--- config.mk ---
export PLATFORM = sky130hd
export DESIGN_NAME = waveform_line_rasterizer
export DESIGN_NICKNAME = d
export VERILOG_FILES = /design/src/rtl/wlr_pkg.sv /design/src/rtl/wlr_div.sv /design/src/rtl/wlr_queue.sv /design/src/rtl/wlr_front.sv /design/src/rtl/wlr_back.sv /design/src/rtl/waveform_line_rasterizer.sv
export SDC_FILE = /design/constraint.sdc
export NUM_CORES = 2
export LEC_CHECK = 0
export BUFFER_PORTS_ARGS = -buffer_cell sky130_fd_sc_hd__buf_4
export CAP_MARGIN = 25
export CORE_UTILIZATION = 46
export CTS_CLUSTER_SIZE = 40
export DETAILED_ROUTE_END_ITERATION = 6
export SLEW_MARGIN = 15
export SYNTH_ARGS = -nofsm -noshare
export SYNTH_HDL_FRONTEND = slang
export SYNTH_SLANG_ARGS = --single-unit
export TNS_END_PERCENT = 10
--- constraint.sdc ---
create_clock -name clk_i -period 6.5 [get_ports clk_i]
set_input_delay 1.3 -clock clk_i [delete_from_list [all_inputs] [get_ports clk_i]]
set_output_delay 1.3 -clock clk_i [all_outputs]
set_load 0.02 [all_outputs]
--- src/rtl/wlr_pkg.sv ---
package wlr_pkg;

  localparam int CanvasSize = 1024;
  localparam int CoordBits  = 10;
  localparam int SampleBits = 16;
  localparam int CountBits  = 13;
  localparam int IndexBits  = 12;
  localparam int DivBits    = 26;
  localparam int DenBits    = 16;
  localparam int QueueDepth = 4;
  localparam int QPtrBits   = 2;
  localparam int ErrBits    = 13;

  localparam logic [CoordBits-1:0] CoordMax = CoordBits'(CanvasSize - 1);

  typedef enum logic [1:0] {
    CMD_SAMPLE = 2'd0,
    CMD_STEP   = 2'd1,
    CMD_FRAME  = 2'd2
  } cmd_e;

  typedef enum logic [2:0] {
    REG_PLOT_WIDTH   = 3'd0,
    REG_PLOT_HEIGHT  = 3'd1,
    REG_ORIGIN_X     = 3'd2,
    REG_ORIGIN_Y     = 3'd3,
    REG_MIN_VALUE    = 3'd4,
    REG_DATA_RANGE   = 3'd5,
    REG_SAMPLE_COUNT = 3'd6
  } cfg_reg_e;

  typedef enum logic [1:0] {
    Q_STEP = 2'd0,
    Q_ARM  = 2'd1,
    Q_DROP = 2'd2
  } q_op_e;

  typedef enum logic [2:0] {
    FS_IDLE,
    FS_MUL,
    FS_START,
    FS_DIV,
    FS_PUSH
  } front_state_e;

  typedef struct packed {
    logic [1:0]                   command;
    logic signed [SampleBits-1:0] sample_value;
  } in_item_t;

  typedef struct packed {
    logic [CoordBits-1:0] pixel_x;
    logic [CoordBits-1:0] pixel_y;
    logic                 segment_end;
    logic                 frame_end;
  } out_item_t;

  typedef struct packed {
    q_op_e                op;
    logic [CoordBits-1:0] x0;
    logic [CoordBits-1:0] y0;
    logic [CoordBits-1:0] x1;
    logic [CoordBits-1:0] y1;
    logic                 last;
  } q_entry_t;

endpackage

--- src/rtl/wlr_div.sv ---
module wlr_div (
  input  logic                         clk_i,
  input  logic                         rst_ni,
  input  logic                         start_i,
  input  logic [wlr_pkg::DivBits-1:0]  num_i,
  input  logic [wlr_pkg::DenBits-1:0]  den_i,
  output logic                         done_o,
  output logic [wlr_pkg::DivBits-1:0]  quot_o,
  output logic                         rem_nz_o
);
  import wlr_pkg::*;

  localparam int CntBits = $clog2(DivBits);
  localparam logic [CntBits-1:0] LastCnt = CntBits'(DivBits - 1);

  logic                busy_q, busy_d;
  logic                done_q, done_d;
  logic [CntBits-1:0]  cnt_q, cnt_d;
  logic [DenBits-1:0]  den_q, den_d;
  logic [DenBits-1:0]  rem_q, rem_d;
  logic [DivBits-1:0]  quo_q, quo_d;
  logic [DenBits:0]    rem_sh;
  logic [DenBits:0]    rem_sub;
  logic                fits;

  assign rem_sh  = {rem_q, quo_q[DivBits-1]};
  assign rem_sub = rem_sh - {1'b0, den_q};
  assign fits    = rem_sh >= {1'b0, den_q};

  always_comb begin
    busy_d = busy_q;
    done_d = 1'b0;
    cnt_d  = cnt_q;
    den_d  = den_q;
    rem_d  = rem_q;
    quo_d  = quo_q;
    if (start_i) begin
      busy_d = 1'b1;
      cnt_d  = '0;
      den_d  = den_i;
      rem_d  = '0;
      quo_d  = num_i;
    end else if (busy_q) begin
      rem_d = fits ? rem_sub[DenBits-1:0] : rem_sh[DenBits-1:0];
      quo_d = {quo_q[DivBits-2:0], fits};
      cnt_d = cnt_q + 1'b1;
      if (cnt_q == LastCnt) begin
        busy_d = 1'b0;
        done_d = 1'b1;
      end
    end
  end

  always_ff @(posedge clk_i or negedge rst_ni) begin
    if (!rst_ni) begin
      busy_q <= 1'b0;
      done_q <= 1'b0;
      cnt_q  <= '0;
    end else begin
      busy_q <= busy_d;
      done_q <= done_d;
      cnt_q  <= cnt_d;
    end
  end

  always_ff @(posedge clk_i) begin
    den_q <= den_d;
    rem_q <= rem_d;
    quo_q <= quo_d;
  end

  assign done_o   = done_q;
  assign quot_o   = quo_q;
  assign rem_nz_o = |rem_q;

endmodule

--- src/rtl/wlr_queue.sv ---
module wlr_queue (
  input  logic              clk_i,
  input  logic              rst_ni,
  input  logic              push_i,
  input  wlr_pkg::q_entry_t push_entry_i,
  output logic              full_o,
  input  logic              pop_i,
  output logic              valid_o,
  output wlr_pkg::q_entry_t head_o
);
  import wlr_pkg::*;

  q_entry_t            mem_q [QueueDepth];
  logic [QPtrBits-1:0] wr_q, wr_d;
  logic [QPtrBits-1:0] rd_q, rd_d;
  logic [QPtrBits:0]   cnt_q, cnt_d;

  assign full_o  = cnt_q == (QPtrBits+1)'(QueueDepth);
  assign valid_o = cnt_q != '0;
  assign head_o  = mem_q[rd_q];

  always_comb begin
    wr_d  = push_i ? wr_q + 1'b1 : wr_q;
    rd_d  = pop_i ? rd_q + 1'b1 : rd_q;
    cnt_d = cnt_q + (QPtrBits+1)'(push_i) - (QPtrBits+1)'(pop_i);
  end

  always_ff @(posedge clk_i or negedge rst_ni) begin
    if (!rst_ni) begin
      wr_q  <= '0;
      rd_q  <= '0;
      cnt_q <= '0;
    end else begin
      wr_q  <= wr_d;
      rd_q  <= rd_d;
      cnt_q <= cnt_d;
    end
  end

  always_ff @(posedge clk_i) begin
    if (push_i) begin
      mem_q[wr_q] <= push_entry_i;
    end
  end

endmodule

--- src/rtl/wlr_front.sv ---
module wlr_front (
  input  logic                            clk_i,
  input  logic                            rst_ni,
  input  logic                            in_valid_i,
  output logic                            in_ready_o,
  input  wlr_pkg::in_item_t               in_item_i,
  input  logic                            cfg_valid_i,
  input  logic [2:0]                      cfg_index_i,
  input  logic [wlr_pkg::SampleBits-1:0]  cfg_data_i,
  output logic                            push_o,
  output wlr_pkg::q_entry_t               push_entry_o,
  input  logic                            q_full_i
);
  import wlr_pkg::*;

  front_state_e state_q, state_d;

  logic [CoordBits-1:0]         plot_width_q, plot_height_q, origin_x_q, origin_y_q;
  logic signed [SampleBits-1:0] min_value_q;
  logic [SampleBits-1:0]        data_range_q;
  logic [CountBits-1:0]         sample_count_q;

  logic [IndexBits-1:0]         index_q, index_d;
  logic [CoordBits-1:0]         prev_x_q, prev_x_d, prev_y_q, prev_y_d;
  logic signed [SampleBits:0]   d_q;
  logic [21:0]                  prodx_q;
  logic [DivBits-1:0]           prody_q;
  logic signed [DivBits:0]      half_q;
  logic                         dneg_q;
  logic [CoordBits-1:0]         nx_q, ny_q;

  logic                         in_fire;
  logic                         div_start;
  logic [CountBits-1:0]         sc;
  logic                         last_sample;
  logic [SampleBits-1:0]        d_abs;
  logic signed [DivBits:0]      d_ext, h_ext;
  logic signed [SampleBits:0]   d_new;
  logic                         divx_done, divy_done;
  logic [DivBits-1:0]           quot_x, quot_y;
  logic                         remx_nz, remy_nz;
  logic [DivBits:0]             px;
  logic signed [DivBits+1:0]    qy, py;
  logic [CoordBits-1:0]         nx_new, ny_new;

  always_comb begin
    if (sample_count_q < CountBits'(2)) begin
      sc = CountBits'(2);
    end else if (sample_count_q > CountBits'(4096)) begin
      sc = CountBits'(4096);
    end else begin
      sc = sample_count_q;
    end
  end

  assign last_sample = {1'b0, index_q} >= (sc - 1'b1);
  assign in_ready_o  = (state_q == FS_IDLE) && !q_full_i;
  assign in_fire     = in_valid_i && in_ready_o;

  assign d_new = {in_item_i.sample_value[SampleBits-1], in_item_i.sample_value}
               - {min_value_q[SampleBits-1], min_value_q};
  assign d_abs = d_q[SampleBits] ? SampleBits'(-d_q) : d_q[SampleBits-1:0];
  assign d_ext = {{(DivBits-SampleBits){d_q[SampleBits]}}, d_q};
  assign h_ext = {{(DivBits+1-CoordBits+1){1'b0}}, plot_height_q[CoordBits-1:1]};

  wlr_div u_div_x (
    .clk_i    (clk_i),
    .rst_ni   (rst_ni),
    .start_i  (div_start),
    .num_i    ({{(DivBits-22){1'b0}}, prodx_q}),
    .den_i    ({{(DenBits-CountBits){1'b0}}, sc}),
    .done_o   (divx_done),
    .quot_o   (quot_x),
    .rem_nz_o (remx_nz)
  );

  wlr_div u_div_y (
    .clk_i    (clk_i),
    .rst_ni   (rst_ni),
    .start_i  (div_start),
    .num_i    (prody_q),
    .den_i    (data_range_q),
    .done_o   (divy_done),
    .quot_o   (quot_y),
    .rem_nz_o (remy_nz)
  );

  always_comb begin
    px = {{(DivBits+1-CoordBits){1'b0}}, origin_x_q} + {1'b0, quot_x};
    if (px > {{(DivBits+1-CoordBits){1'b0}}, CoordMax}) begin
      nx_new = CoordMax;
    end else begin
      nx_new = px[CoordBits-1:0];
    end
    if (data_range_q == '0) begin
      qy = {half_q[DivBits], half_q};
    end else if (dneg_q) begin
      qy = -($signed({2'b00, quot_y}) + $signed({{(DivBits+1){1'b0}}, remy_nz}));
    end else begin
      qy = $signed({2'b00, quot_y});
    end
    py = $signed({{(DivBits+2-CoordBits){1'b0}}, origin_y_q})
       + $signed({{(DivBits+2-CoordBits){1'b0}}, plot_height_q}) - qy;
    if (py < 0) begin
      ny_new = '0;
    end else if (py > $signed({{(DivBits+2-CoordBits){1'b0}}, CoordMax})) begin
      ny_new = CoordMax;
    end else begin
      ny_new = py[CoordBits-1:0];
    end
  end

  always_comb begin
    state_d = state_q;
    unique case (state_q)
      FS_IDLE: begin
        if (in_fire && in_item_i.command == CMD_SAMPLE) begin
          state_d = FS_MUL;
        end
      end
      FS_MUL:   state_d = FS_START;
      FS_START: state_d = FS_DIV;
      FS_DIV: begin
        if (divx_done && divy_done) begin
          state_d = FS_PUSH;
        end
      end
      FS_PUSH: begin
        if (index_q == '0 || !q_full_i) begin
          state_d = FS_IDLE;
        end
      end
      default: state_d = FS_IDLE;
    endcase
  end

  always_comb begin
    div_start    = 1'b0;
    push_o       = 1'b0;
    push_entry_o = '0;
    index_d      = index_q;
    prev_x_d     = prev_x_q;
    prev_y_d     = prev_y_q;
    unique case (state_q)
      FS_IDLE: begin
        if (in_fire) begin
          unique case (in_item_i.command)
            CMD_STEP: begin
              push_o          = 1'b1;
              push_entry_o.op = Q_STEP;
            end
            CMD_FRAME: begin
              push_o          = 1'b1;
              push_entry_o.op = Q_DROP;
              index_d         = '0;
            end
            default: ;
          endcase
        end
      end
      FS_START: div_start = 1'b1;
      FS_PUSH: begin
        if (index_q == '0) begin
          index_d  = IndexBits'(1);
          prev_x_d = nx_q;
          prev_y_d = ny_q;
        end else if (!q_full_i) begin
          push_o            = 1'b1;
          push_entry_o.op   = Q_ARM;
          push_entry_o.x0   = prev_x_q;
          push_entry_o.y0   = prev_y_q;
          push_entry_o.x1   = nx_q;
          push_entry_o.y1   = ny_q;
          push_entry_o.last = last_sample;
          index_d           = last_sample ? '0 : index_q + 1'b1;
          prev_x_d          = nx_q;
          prev_y_d          = ny_q;
        end
      end
      default: ;
    endcase
  end

  always_ff @(posedge clk_i or negedge rst_ni) begin
    if (!rst_ni) begin
      state_q        <= FS_IDLE;
      index_q        <= '0;
      prev_x_q       <= '0;
      prev_y_q       <= '0;
      plot_width_q   <= CoordMax;
      plot_height_q  <= CoordMax;
      origin_x_q     <= '0;
      origin_y_q     <= '0;
      min_value_q    <= '0;
      data_range_q   <= '0;
      sample_count_q <= CountBits'(4096);
    end else begin
      state_q  <= state_d;
      index_q  <= index_d;
      prev_x_q <= prev_x_d;
      prev_y_q <= prev_y_d;
      if (cfg_valid_i) begin
        unique case (cfg_index_i)
          REG_PLOT_WIDTH:   plot_width_q   <= cfg_data_i[CoordBits-1:0];
          REG_PLOT_HEIGHT:  plot_height_q  <= cfg_data_i[CoordBits-1:0];
          REG_ORIGIN_X:     origin_x_q     <= cfg_data_i[CoordBits-1:0];
          REG_ORIGIN_Y:     origin_y_q     <= cfg_data_i[CoordBits-1:0];
          REG_MIN_VALUE:    min_value_q    <= $signed(cfg_data_i);
          REG_DATA_RANGE:   data_range_q   <= cfg_data_i;
          REG_SAMPLE_COUNT: sample_count_q <= cfg_data_i[CountBits-1:0];
          default: ;
        endcase
      end
    end
  end

  always_ff @(posedge clk_i) begin
    if (state_q == FS_IDLE) begin
      d_q <= d_new;
    end
    if (state_q == FS_MUL) begin
      prodx_q <= {10'b0, index_q} * {12'b0, plot_width_q};
      prody_q <= {{(DivBits-SampleBits){1'b0}}, d_abs}
               * {{(DivBits-CoordBits){1'b0}}, plot_height_q};
      half_q  <= d_ext * h_ext;
      dneg_q  <= d_q[SampleBits];
    end
    if (state_q == FS_DIV && divx_done && divy_done) begin
      nx_q <= nx_new;
      ny_q <= ny_new;
    end
  end

endmodule

--- src/rtl/wlr_back.sv ---
module wlr_back (
  input  logic               clk_i,
  input  logic               rst_ni,
  input  logic               q_valid_i,
  input  wlr_pkg::q_entry_t  q_head_i,
  output logic               q_pop_o,
  output logic               out_valid_o,
  input  logic               out_ready_i,
  output wlr_pkg::out_item_t out_item_o
);
  import wlr_pkg::*;

  logic [CoordBits-1:0]      walk_x_q, walk_x_d, walk_y_q, walk_y_d;
  logic [CoordBits-1:0]      end_x_q, end_x_d, end_y_q, end_y_d;
  logic [CoordBits-1:0]      dx_q, dx_d, dy_q, dy_d;
  logic                      sxn_q, sxn_d, syn_q, syn_d;
  logic signed [ErrBits-1:0] err_q, err_d;
  logic                      active_q, active_d;
  logic                      last_q, last_d;
  logic                      out_valid_q, out_valid_d;
  out_item_t                 out_q, out_d;

  logic                      at_end;
  logic signed [ErrBits:0]   e2;
  logic signed [ErrBits:0]   dx_ext, dy_ext;

  assign at_end  = (walk_x_q == end_x_q) && (walk_y_q == end_y_q);
  assign e2      = {err_q, 1'b0};
  assign dx_ext  = $signed({{(ErrBits+1-CoordBits){1'b0}}, dx_q});
  assign dy_ext  = $signed({{(ErrBits+1-CoordBits){1'b0}}, dy_q});
  assign q_pop_o = q_valid_i && (q_head_i.op != Q_STEP || !out_valid_q || out_ready_i);

  always_comb begin
    walk_x_d    = walk_x_q;
    walk_y_d    = walk_y_q;
    end_x_d     = end_x_q;
    end_y_d     = end_y_q;
    dx_d        = dx_q;
    dy_d        = dy_q;
    sxn_d       = sxn_q;
    syn_d       = syn_q;
    err_d       = err_q;
    active_d    = active_q;
    last_d      = last_q;
    out_valid_d = out_valid_q && !out_ready_i;
    out_d       = out_q;
    if (q_pop_o) begin
      unique case (q_head_i.op)
        Q_DROP: begin
          active_d = 1'b0;
          last_d   = 1'b0;
        end
        Q_ARM: begin
          walk_x_d = q_head_i.x0;
          walk_y_d = q_head_i.y0;
          end_x_d  = q_head_i.x1;
          end_y_d  = q_head_i.y1;
          sxn_d    = !(q_head_i.x0 < q_head_i.x1);
          syn_d    = !(q_head_i.y0 < q_head_i.y1);
          dx_d     = sxn_d ? q_head_i.x0 - q_head_i.x1 : q_head_i.x1 - q_head_i.x0;
          dy_d     = syn_d ? q_head_i.y0 - q_head_i.y1 : q_head_i.y1 - q_head_i.y0;
          err_d    = $signed({{(ErrBits-CoordBits){1'b0}}, dx_d})
                   - $signed({{(ErrBits-CoordBits){1'b0}}, dy_d});
          active_d = 1'b1;
          last_d   = q_head_i.last;
        end
        Q_STEP: begin
          if (active_q) begin
            out_valid_d       = 1'b1;
            out_d.pixel_x     = walk_x_q;
            out_d.pixel_y     = walk_y_q;
            out_d.segment_end = at_end;
            out_d.frame_end   = at_end && last_q;
            if (at_end) begin
              active_d = 1'b0;
              last_d   = 1'b0;
            end else begin
              if (e2 > -dy_ext) begin
                err_d    = err_d - ErrBits'(dy_ext);
                walk_x_d = sxn_q ? walk_x_q - 1'b1 : walk_x_q + 1'b1;
              end
              if (e2 < dx_ext) begin
                err_d    = err_d + ErrBits'(dx_ext);
                walk_y_d = syn_q ? walk_y_q - 1'b1 : walk_y_q + 1'b1;
              end
            end
          end
        end
        default: ;
      endcase
    end
  end

  always_ff @(posedge clk_i or negedge rst_ni) begin
    if (!rst_ni) begin
      walk_x_q    <= '0;
      walk_y_q    <= '0;
      end_x_q     <= '0;
      end_y_q     <= '0;
      dx_q        <= '0;
      dy_q        <= '0;
      sxn_q       <= 1'b0;
      syn_q       <= 1'b0;
      err_q       <= '0;
      active_q    <= 1'b0;
      last_q      <= 1'b0;
      out_valid_q <= 1'b0;
    end else begin
      walk_x_q    <= walk_x_d;
      walk_y_q    <= walk_y_d;
      end_x_q     <= end_x_d;
      end_y_q     <= end_y_d;
      dx_q        <= dx_d;
      dy_q        <= dy_d;
      sxn_q       <= sxn_d;
      syn_q       <= syn_d;
      err_q       <= err_d;
      active_q    <= active_d;
      last_q      <= last_d;
      out_valid_q <= out_valid_d;
    end
  end

  always_ff @(posedge clk_i) begin
    out_q <= out_d;
  end

  assign out_valid_o = out_valid_q;
  assign out_item_o  = out_q;

endmodule

--- src/rtl/waveform_line_rasterizer.sv ---
// Waveform plotter: maps samples to canvas pixels and walks the line segments between them.
// Request channel (in_valid_i/in_ready_o/in_item_i) carries a command: sample, step or
// start frame. Pixel channel (out_valid_o/out_ready_i/out_item_o) returns one pixel per
// step request while a segment is armed; steps with no segment armed return nothing.
// Configuration channel (cfg_valid_i/cfg_ready_o/cfg_index_i/cfg_data_i) is always ready;
// the user must write only while no request is in flight, which the block does not enforce.
// A sample request occupies the front end through one multiply stage, then two radix-2
// dividers that run side by side and retire one quotient bit a cycle (26 bits), then the
// coordinate clamp and the hand-off to the segment queue.
// Step and start frame requests are taken one per cycle while no sample is in flight and
// the four-entry segment queue has room; each step's pixel is registered on the output
// register when the walker pops it. The Bresenham walker retires one step per cycle while the
// output register is free or being read. When the receiver stalls, the output register
// holds its pixel, the walker stops, the queue fills, and then in_ready_o drops.
// Reset clears the sample index, drops any armed segment, and loads the plot registers
// with width and height 1023, origin 0, min value 0, data range 0, sample count 4096.
module waveform_line_rasterizer (
  input  logic                            clk_i,
  input  logic                            rst_ni,
  input  logic                            in_valid_i,
  output logic                            in_ready_o,
  input  wlr_pkg::in_item_t               in_item_i,
  output logic                            out_valid_o,
  input  logic                            out_ready_i,
  output wlr_pkg::out_item_t              out_item_o,
  input  logic                            cfg_valid_i,
  output logic                            cfg_ready_o,
  input  logic [2:0]                      cfg_index_i,
  input  logic [wlr_pkg::SampleBits-1:0]  cfg_data_i
);
  import wlr_pkg::*;

  logic     push;
  q_entry_t push_entry;
  logic     q_full;
  logic     q_valid;
  logic     q_pop;
  q_entry_t q_head;

  assign cfg_ready_o = 1'b1;

  wlr_front u_front (
    .clk_i        (clk_i),
    .rst_ni       (rst_ni),
    .in_valid_i   (in_valid_i),
    .in_ready_o   (in_ready_o),
    .in_item_i    (in_item_i),
    .cfg_valid_i  (cfg_valid_i),
    .cfg_index_i  (cfg_index_i),
    .cfg_data_i   (cfg_data_i),
    .push_o       (push),
    .push_entry_o (push_entry),
    .q_full_i     (q_full)
  );

  wlr_queue u_queue (
    .clk_i        (clk_i),
    .rst_ni       (rst_ni),
    .push_i       (push),
    .push_entry_i (push_entry),
    .full_o       (q_full),
    .pop_i        (q_pop),
    .valid_o      (q_valid),
    .head_o       (q_head)
  );

  wlr_back u_back (
    .clk_i       (clk_i),
    .rst_ni      (rst_ni),
    .q_valid_i   (q_valid),
    .q_head_i    (q_head),
    .q_pop_o     (q_pop),
    .out_valid_o (out_valid_o),
    .out_ready_i (out_ready_i),
    .out_item_o  (out_item_o)
  );

endmodule

==> results.toml <==
[setup_path]
timing.critical_path.from_type = "register"
cp_data_required_time_ns = 6.89
worstPathMaxFanout = 4
critPathKind = "register to register"
endpoint_kind = "register"
worstPathArrival_ns = 6.91

[clock_tree]
cts_tree = "built"
cts_inserted_buffers = 73
clk_pin_slew_ns = 0.06
cts-htree-levels = 3
cts_root_buf = "clkbuf_16"
clk_path_buf_depth = 3
clock_latency_ns = 0.65
cts_hold_buf = 0
cts_sinks = 639

[sta]
timing.final.crit_share = 1.00
relSlewSlack = 0.313
max_clock_freq_mhz = 153
worstMarginPinSlew_ns = 1.03
finalSetupViolations = 1
fin_crit_ns = 6.52
final_max_slew_viol_count = 0
skew_ns = 0.0355
layout_setup_ws_ns = -0.0188
hold_violations = 0
rsz0062_at_grt = "yes"

[die]
io_pins = 67
design.die.area_sq_mm = 0.109
rows = 119
core_area_sq_mm = 0.106
chipHeight_um = 330
die_w_um = 330
initial_core_util = 0.467

[finish]
area_growth_syn_to_layout_pct = 13.1
drive_gt1_frac = 0.140
n_antenna_cell = 0
finish.utilization = 0.528
fillers = 9530
multiInputGateArea_sq_mm = 0.0294
nets = 5804
seq_area_sq_mm = 0.0178

[synthesis]
postSynth.asyncResetShare = 0.343
yosysUniqueCellTypes = 95
synth_area_leaders = "edfxtp_1 23%, fa_1 13%, dfrtp_1 10%"
syn_area_per_cell_sq_um = 10.2
seq_area_frac_synth = 0.359
syn-cell-area_sq_mm = 0.0495
synth_edf_count = 384
synthDominantCellAreaShare = 0.233
synth_most_common_cell = "inv_1"
synth_largest_area_cell = "edfxtp_1"
ys_ff_latch = 639
yosys-top-cells-count = "560 x inv_1, 534 x nand2_1, 390 x ha_1"
ys_warn_count = 0
synthCells = 4851
syn-num-nets = 5616
synth_flop_cell = "edfxtp_1"

[place]
gp_congestion = 0.879
port_buffers = 65
hpwl_um = 92900

[run_status]
status = "complete, but fails checks"
violations = "setup timing"

[routing]
firstDrtPassIters = 5
ant_nets = 0
finalWirelength_um = 123000
drcViolationCount = 0
drt_iter0_drc = 2387
wl_per_cell_um = 18.9
vias_per_cell = 5.39
vias = 35000

[grt]
grt_max_degree = 134
track_usage = 0.231
grt_pass1_wl_um = 198000
grt_pass1_vias = 35700
antenna_found_initial = 0
grt_overflow = 0

[min_path]
hold_class = "register to register"

[run]
max-cap-violations = 0
[cell type report]
type | count | share of cell area
Clock buffer | 97 | 0.0359
Clock inverter | 38 | 0.00852
Inverter | 561 | 0.0377
Multi-Input combinational cell | 3457 | 0.526
Sequential cell | 639 | 0.317
Tap cell | 1391 | 0.0311
Timing Repair Buffer | 307 | 0.0440
[worst max-delay path, stage by stage, from the launching register on]
cell and delay (ns):
edfxtp_1 0.38, or3_4 0.40, or2_4 0.29, nor4_4 0.35, nand3_4 0.19, o31ai_4 0.33, xnor2_2 0.18, nand2_1 0.11
fa_1 0.56, fa_1 0.44, fa_1 0.49, inv_1 0.05, fa_1 0.48, fa_1 0.49, ha_1 0.25, buf_4 0.16
o31a_1 0.34, a31oi_4 0.23, a21oi_2 0.10, nand4_1 0.10, nand4b_1 0.12, a21oi_2 0.15, xnor2_1 0.08
[per-layer routing]
metal / routed length [um] / up-vias / share of wire / track usage
li1: - / 16900 / - / -
met4: 3350 / 0 / 0.027 / 0.0650
met5: 0 / - / 0 / 0
met3: 4740 / 179 / 0.039 / 0.0313
met1: 56400 / 17200 / 0.46 / 0.316
met2: 58000 / 608 / 0.47 / 0.384
[per-stage QoR]
| step | hold WS (ns) | instances | setup slack, ns | setup TNS [ns] | cell area (sq um) |
|---|---|---|---|---|---|
| 2_1_floorplan | 0.441 | 4851 | -0.0390 | -0.0390 | 49500 |
| 3_3_place_gp | 0.449 | 6331 | -0.279 | -0.981 | 52800 |
| 3_5_place_dp | 0.455 | 6336 | -0.325 | -1.62 | 52800 |
| 4_1_cts | 0.470 | 6476 | -0.0336 | -0.0672 | 55400 |
| 5_1_grt | 0.489 | 6490 | -0.267 | -1.39 | 56000 |
| 6_report | 0.469 | 6490 | -0.0188 | -0.0188 | 56000 |
[state kept, by name, summed over array words and instances (netlist names), 17 cells and up]
| signal | cells |
|---|---|
| u_back.out_item_o | 22 |
| u_front.d_q | 17 |
| u_front.half_q | 27 |
| u_front.prodx_q | 22 |
| u_front.prody_q | 26 |
| u_front.u_div_x.quot_o | 26 |
| u_front.u_div_y.quot_o | 26 |
| u_queue.mem_q | 172 |
[final timing paths]
kind                                                      from                                 end  slack [ns]  cells past startpoint
max                                   u_front.d_q[2]$_DFFE_PP_       u_front.prody_q[25]$_DFFE_PP_       -0.02                     22
max in group asynchronous                               rst_ni  u_front.min_value_q[3]$_DFFE_PN0P_        4.59                      2
max reg2reg                           u_front.d_q[2]$_DFFE_PP_       u_front.prody_q[25]$_DFFE_PP_       -0.02                     22
min                        u_front.data_range_q[8]$_DFFE_PN0P_  u_front.u_div_y.den_q[8]$_DFFE_PP_        0.47                      0
min reg2reg                u_front.data_range_q[8]$_DFFE_PN0P_  u_front.u_div_y.den_q[8]$_DFFE_PP_        0.47                      0
min in group asynchronous                               rst_ni         u_back.active_q$_DFFE_PN0P_        0.65                      1
[logic make-up (layout without fill, tap and decap cells)]
family,count (synthesis),count (layout),synth area share
buffers and inverters,755,1003,0.0577
adders and majority gates,723,723,0.233
other,1,1,0.0000758
AOI/OAI and AO/OA,812,812,0.104
DFF,639,639,0.359
and+or+nand+nor,1462,1462,0.146
xor gates and xnor gates,252,252,0.0446
muxes,207,207,0.0556
[layout by cell type, fill, tap and decap left out, types with 17 or more instances in the layout]
cell / Yosys / layout
dfxtp_1: 36 / 36
nor3_1: 77 / 73
a211oi_1: 40 / 40
a31oi_1: 21 / 20
mux4_2: 43 / 43
a21o_1: 59 / 59
fa_1: 333 / 328
nand3_1: 63 / 62
nand2b_1: 37 / 37
o21bai_1: 55 / 54
nand4_1: 44 / 44
nor4_1: 28 / 25
or3_1: 23 / 21
clkbuf_16: 0 / 75
a21boi_0: 25 / 23
inv_1: 560 / 560
clkbuf_1: 164 / 17
o21a_1: 26 / 26
a21oi_1: 239 / 226
and2_1: 271 / 266
edfxtp_1: 384 / 384
o211ai_1: 19 / 19
dfstp_2: 21 / 21
nand2_1: 534 / 529
o21ai_0: 204 / 191
mux2_2: 111 / 111
nor2b_1: 63 / 63
xor2_1: 77 / 77
mux2i_1: 52 / 52
and3_1: 26 / 24
nor2_1: 224 / 222
xnor2_1: 175 / 168
dfrtp_1: 198 / 196
ha_1: 390 / 380
buf_4: 1 / 289
[repair_timing]
item,in CTS,in global routing
endpoints found under the hold margin,0,0
gates resized for setup,15,83
endpoints found under the setup margin,10,30
pin swaps,6,61
setup buffers,5,12
Power is not shown: default switching activity piles up to over one toggle a cycle in this logic, so the estimate is an artifact.
